`src/sv/hpq_pkg.sv`:
```
// Shared types, field widths and codes for the indexed binary min-heap queue.
// Used by every module of the block; depends on nothing else.
package hpq_pkg;

   localparam int DEF_QUEUE_DEPTH = 64;
   localparam int DEF_KEY_BITS    = 32;
   localparam int DEF_VALUE_BITS  = 32;

   localparam int OPCODE_W   = 3;
   localparam int PRIO_W     = 32;
   localparam int PAYLOAD_W  = 32;
   localparam int HANDLE_W   = 6;
   localparam int STATUS_W   = 3;
   localparam int COUNT_W    = 7;
   localparam int CAP_W      = 7;
   localparam int CSR_ADDR_W = 3;
   localparam int CSR_DATA_W = 32;
   localparam int FIFO_DEPTH = 2;

   localparam logic [CAP_W-1:0] CAP_RESET = 7'd64;
   localparam logic [CSR_ADDR_W-1:0] REG_CAPACITY = 3'd0;

   localparam logic [OPCODE_W-1:0] OPC_INSERT   = 3'd0;
   localparam logic [OPCODE_W-1:0] OPC_DECREASE = 3'd1;
   localparam logic [OPCODE_W-1:0] OPC_INCREASE = 3'd2;
   localparam logic [OPCODE_W-1:0] OPC_DEL_MIN  = 3'd3;
   localparam logic [OPCODE_W-1:0] OPC_READ_MIN = 3'd4;

   localparam logic [STATUS_W-1:0] ST_DONE      = 3'd0;
   localparam logic [STATUS_W-1:0] ST_FULL      = 3'd1;
   localparam logic [STATUS_W-1:0] ST_EMPTY     = 3'd2;
   localparam logic [STATUS_W-1:0] ST_STALE     = 3'd3;
   localparam logic [STATUS_W-1:0] ST_UNCHANGED = 3'd4;

   typedef enum logic [2:0] {
      OP_INSERT,
      OP_DECREASE,
      OP_INCREASE,
      OP_DELETE_MIN,
      OP_READ_MIN
   } op_kind_type;

   typedef struct packed {
      op_kind_type            op;
      logic [PRIO_W-1:0]      priority_req;
      logic [PAYLOAD_W-1:0]   payload;
      logic [HANDLE_W-1:0]    handle;
   } req_item_type;

endpackage

```
`src/sv/hpq_fifo.sv`:
```
// Short queue between the front end and the heap engine.
// Depends on hpq_pkg for its depth and word type.
module hpq_fifo
   import hpq_pkg::*;
(
   input  logic         clock,
   input  logic         reset,
   input  logic         push,
   input  req_item_type push_item,
   output logic         full,
   input  logic         pop,
   output logic         empty,
   output req_item_type head
);

   localparam int PTR_W = $clog2(FIFO_DEPTH);
   localparam int CNT_W = $clog2(FIFO_DEPTH + 1);

   req_item_type       slot_ff [FIFO_DEPTH];
   logic [PTR_W-1:0]   wr_ptr_ff, wr_ptr_in;
   logic [PTR_W-1:0]   rd_ptr_ff, rd_ptr_in;
   logic [CNT_W-1:0]   fill_ff, fill_in;

   assign full  = (fill_ff == CNT_W'(FIFO_DEPTH));
   assign empty = (fill_ff == '0);
   assign head  = slot_ff[rd_ptr_ff];

   always_comb begin
      wr_ptr_in = wr_ptr_ff;
      rd_ptr_in = rd_ptr_ff;
      fill_in   = fill_ff;
      if (push) begin
         wr_ptr_in = (wr_ptr_ff == PTR_W'(FIFO_DEPTH - 1)) ? '0 : wr_ptr_ff + 1'b1;
      end
      if (pop) begin
         rd_ptr_in = (rd_ptr_ff == PTR_W'(FIFO_DEPTH - 1)) ? '0 : rd_ptr_ff + 1'b1;
      end
      if (push && !pop) begin
         fill_in = fill_ff + 1'b1;
      end else if (pop && !push) begin
         fill_in = fill_ff - 1'b1;
      end
   end

   always_ff @(posedge clock) begin
      if (reset) begin
         wr_ptr_ff <= '0;
         rd_ptr_ff <= '0;
         fill_ff   <= '0;
      end else begin
         wr_ptr_ff <= wr_ptr_in;
         rd_ptr_ff <= rd_ptr_in;
         fill_ff   <= fill_in;
      end
   end

   always_ff @(posedge clock) begin
      if (push) begin
         slot_ff[wr_ptr_ff] <= push_item;
      end
   end

endmodule

```
`config.mk`:
```
export PLATFORM = sky130hd
export DESIGN_NAME = hpq_fifo
export DESIGN_NICKNAME = d
export VERILOG_FILES = /design/src/sv/hpq_pkg.sv /design/src/sv/hpq_fifo.sv
export SDC_FILE = /design/constraint.sdc
export NUM_CORES = 1
export LEC_CHECK = 0
export ABC_AREA = 0
export BUFFER_PORTS_ARGS = -buffer_cell sky130_fd_sc_hd__buf_4
export CORE_MARGIN = 2
export CORE_UTILIZATION = 54
export CTS_BUF_LIST = sky130_fd_sc_hd__clkbuf_2
export DETAILED_ROUTE_END_ITERATION = 12
export PLACE_DENSITY = 0.82
export SETUP_SLACK_MARGIN = 0.4
export SYNTH_ARGS = -nofsm -noshare
export SYNTH_HDL_FRONTEND = slang
export SYNTH_SLANG_ARGS = --single-unit
```
`constraint.sdc`:
```
create_clock -name clock -period 4.7 [get_ports clock]
set_input_delay 0.47 -clock clock [delete_from_list [all_inputs] [get_ports clock]]
set_output_delay 0.47 -clock clock [all_outputs]
set_load 0.03 [all_outputs]
```
==> results by group <==
Timing
  – TNS Setup: 0 ns
  – Final Max Tran Viols: 0
  – Final period utilization: 60.17%
  – Worst-Margin Slew: roughly 0.99 ns
  – Min Tclk post-route: 2.828 ns
  – Final Setup Violations: 0
  – Relative slew slack: 34.13%
  – Final hold violations: 0
  – Fmax: 0.3536 GHz
  – Worst clock skew: 0.02610 ns
  – RSZ-0062 raised after global routing: no

Layout
  – Reg area: 4488 um^2
  – Layout cells sized above 1: 51.79%
  – Multi-input logic area: about 940 um^2
  – Area grow syn2layout: 41.38%
  – # nets final: 567
  – Antenna diodes: 0
  – Filler cells: between 500 and 600

Global routing
  – Gr usage total: 21.03%
  – Pin count of the biggest net entering global routing: 74
  – Vias in the first global route: 3439
  – Global-route wire length before repair: between 15000 and 20000 um
  – Total gr overflow: 0
  – Initial antenna violation count: 0

Clocking
  – CTS Buf Count: 17
  – Worst-path clk slew: 0.23 ns
  – CTS resizes: 0
  – Clock Path Buffers: 2
  – CTS sink cnt: 151
  – CTS tree: done
  – Post-CTS Setup Repair Bufs: 0
  – H-tree depth: 4
  – Worst skew pair latency: 0.70 ns
  – Root Buffer: clkbuf_2

Critical path
  – WP data arrival: ~2.4 ns
  – Crit path buffers/inverters: 1
  – Slowest stage cell, crit path: dfxtp_4
  – CP startpoint kind: flop
  – Crit Path Category: flop to output pin
  – Crit end category: output pin
  – Worst-path cell chain: mux2_2 -> buf_4
  – Family with the most delay on the worst path: flip-flops
  – CP max stage delay: ~1.0 ns
  – CP Max Fanout: 73
  – Critical Path RT: 4.23 ns
  – FF-to-FF Start: wr_ptr_ff$_SDFFE_PP0P_

Pwr
  – Pwr/cell area: 377.8 nW/um^2
  – Clk network pwr share: 27.2%
  – Worst VDD drop: ~0.00027 V
  – Leak: about 3 nW
  – Seq pwr share: 54.9%
  – Final Total Pwr: approximately 2.9 mW
  – Switching share of power: 26.23%
  – Int Pwr: between 2 and 2.5 mW
  – Gate power share: 17.8%
  – P_sw: 770.5 uW

Die
  – Chip width: 104.9 um
  – Core Region: 9819 um^2
  – Starting Density: 56.01%
  – Rows: 36
  – Top-Level Pins: around 150
  – Die area: 11010 um^2
  – Die Y: 104.9 um

Place
  – DPL Wire Length: 6109 um
  – Placer Congestion: roughly 0.70
  – IO buf count: 151

Routing
  – Vias/cell: around 5
  – Post-route ant nets: 0
  – DRC errors left: 0
  – Initial drt markers: between 100 and 150
  – 1st-pass router iterations: 4
  – Wirelength, routed: 11350 um
  – Via count: 3181
  – Routed WL per cell: 17.88 um

Hold path
  – Worst hold path startpoint: push_item[44]
  – Worst hold path type: input port to flop

Yosys
  – Syn nets: 327
  – Yosys warns: 0
  – Mean post-synth cell area: 22.09 um^2
  – Seq/Total Area, Yosys: 81.53%
  – Syn Std Cell Area: 5500 um^2
  – Cells after Synth: 249
  – Post-synthesis register bit count: 151
  – Post-synth cell types: 16

Flow run
  – Number of max-cap violations: 0

Run status
  – Status: completed
==> Yosys cell counts, drive strengths merged <==
cell type | number | area (um^2)
and2 | 1 | 6.260
mux2 | 73 | 822.0
dfxtp | 5 | 100.1
ha | 1 | 12.51
o21ai | 1 | 5.000
xor2 | 2 | 17.52
and2b | 1 | 8.760
a21oi | 1 | 5.000
buf | 8 | 86.34
xnor2 | 2 | 17.52
edfxtp | 146 | 4384
nor2b | 1 | 6.260
or3 | 1 | 6.260
inv | 1 | 3.750
nor2 | 5 | 18.77
==> placed cells by master, fill, tap and decap left out, types with 2 or more instances in the layout <==
cell type	Yosys	routed
clkinv_1	0	2
nor2_1	5	5
buf_4	1	153
inv_6	0	2
dlygate4sd3_1	0	76
dfxtp_1	5	4
clkinvlp_4	0	3
xor2_1	2	2
edfxtp_1	146	146
clkbuf_2	0	19
bufinv_16	0	4
xnor2_1	2	2
mux2_2	73	73
clkinv_2	0	2
==> worst register-to-register path, delay by kind of cell (launching register included) <==
kind / cells / cell delay [ns]
DFF: 1 / 0.41
buffers and inverters: 1 / 0.48
and+or+nand+nor: 1 / 0.70
==> cell type report <==
class	instances	area share [%]
Sequential cell	151	57.72
Inverter	1	0.04827
Timing Repair Buffer	229	24.55
Multi-Input combinational cell	89	12.04
Tap cell	133	2.140
Clock inverter	13	2.285
Clock buffer	19	1.223
==> flip-flops by register name (all words and copies together), names as in the netlist, named ones only <==
register / flops
slot_ff: 146
fill_ff: 2
rd_ptr_ff: 1
wr_ptr_ff: 1
==> per-stage QoR <==
stage / worst slack (ns) / cell area [um^2] / hold WS, ns / util, % / cells
global placement: 2.592 / 6743 / 0.4752 / 68.67 / 527
floorplan: 0.5177 / 5500 / 0.4614 / - / 249
detailed placement: 2.539 / 6743 / 0.5038 / 68.67 / 527
global route: 1.718 / 7776 / 0.4195 / 79.19 / 635
finish: 1.872 / 7776 / 0.4856 / 79.19 / 635
CTS: 1.806 / 7776 / 0.4379 / 79.19 / 635
==> metal layers <==
| layer | up-vias | routed length, um | share of wire (%) | global-route usage, % |
|---|---|---|---|---|
| met4 | 0 | 235 | 2.1 | 9.333 |
| met2 | 125 | 6142 | 54 | 37.66 |
| met1 | 1568 | 4240 | 37 | 22.24 |
| li1 | 1468 | - | - | - |
| met3 | 20 | 734 | 6.5 | 7.361 |
| met5 | - | 0 | 0 | 0 |
==> cell families after synthesis <==
family                     synth area share (%)
muxes                                     14.95
AOI/OAI and AO/OA                        0.1818
xor gates and xnor gates                 0.6371
DFF                                       81.53
adders and majority gates                0.2274
and+or+nand+nor                          0.8420
buffers and inverters                     1.638
==> power by group through the flow <==
stage | Clock, mW | Sequential [mW] | Combinational (mW)
CTS | 0.807 | 1.61 | 0.523
global placement | 0 | 1.64 | 0.461
floorplan | 0 | 1.62 | 0.307
global route | 0.860 | 1.62 | 0.549
detailed placement | 0 | 1.64 | 0.469
finish | 0.800 | 1.61 | 0.524
==> repair_timing <==
item / 4_1_cts / 5_1_grt
setup endpoints to repair: 0 / 0
hold buffers: 76 / 0
endpoints found under the hold margin: 151 / 0
==> worst paths after layout <==
path / cells after the start / end / slack (ns)
setup / recovery: 2 / head[72] / 1.87
hold / removal: 2 / slot_ff[0][44]$_DFFE_PP_ / 0.49
setup reg to reg: 2 / slot_ff[0][29]$_DFFE_PP_ / 2.80
hold reg to reg: 2 / fill_ff[1]$_SDFFE_PP0P_ / 0.53
No activity file was read; power rests on OpenSTA's default activity.
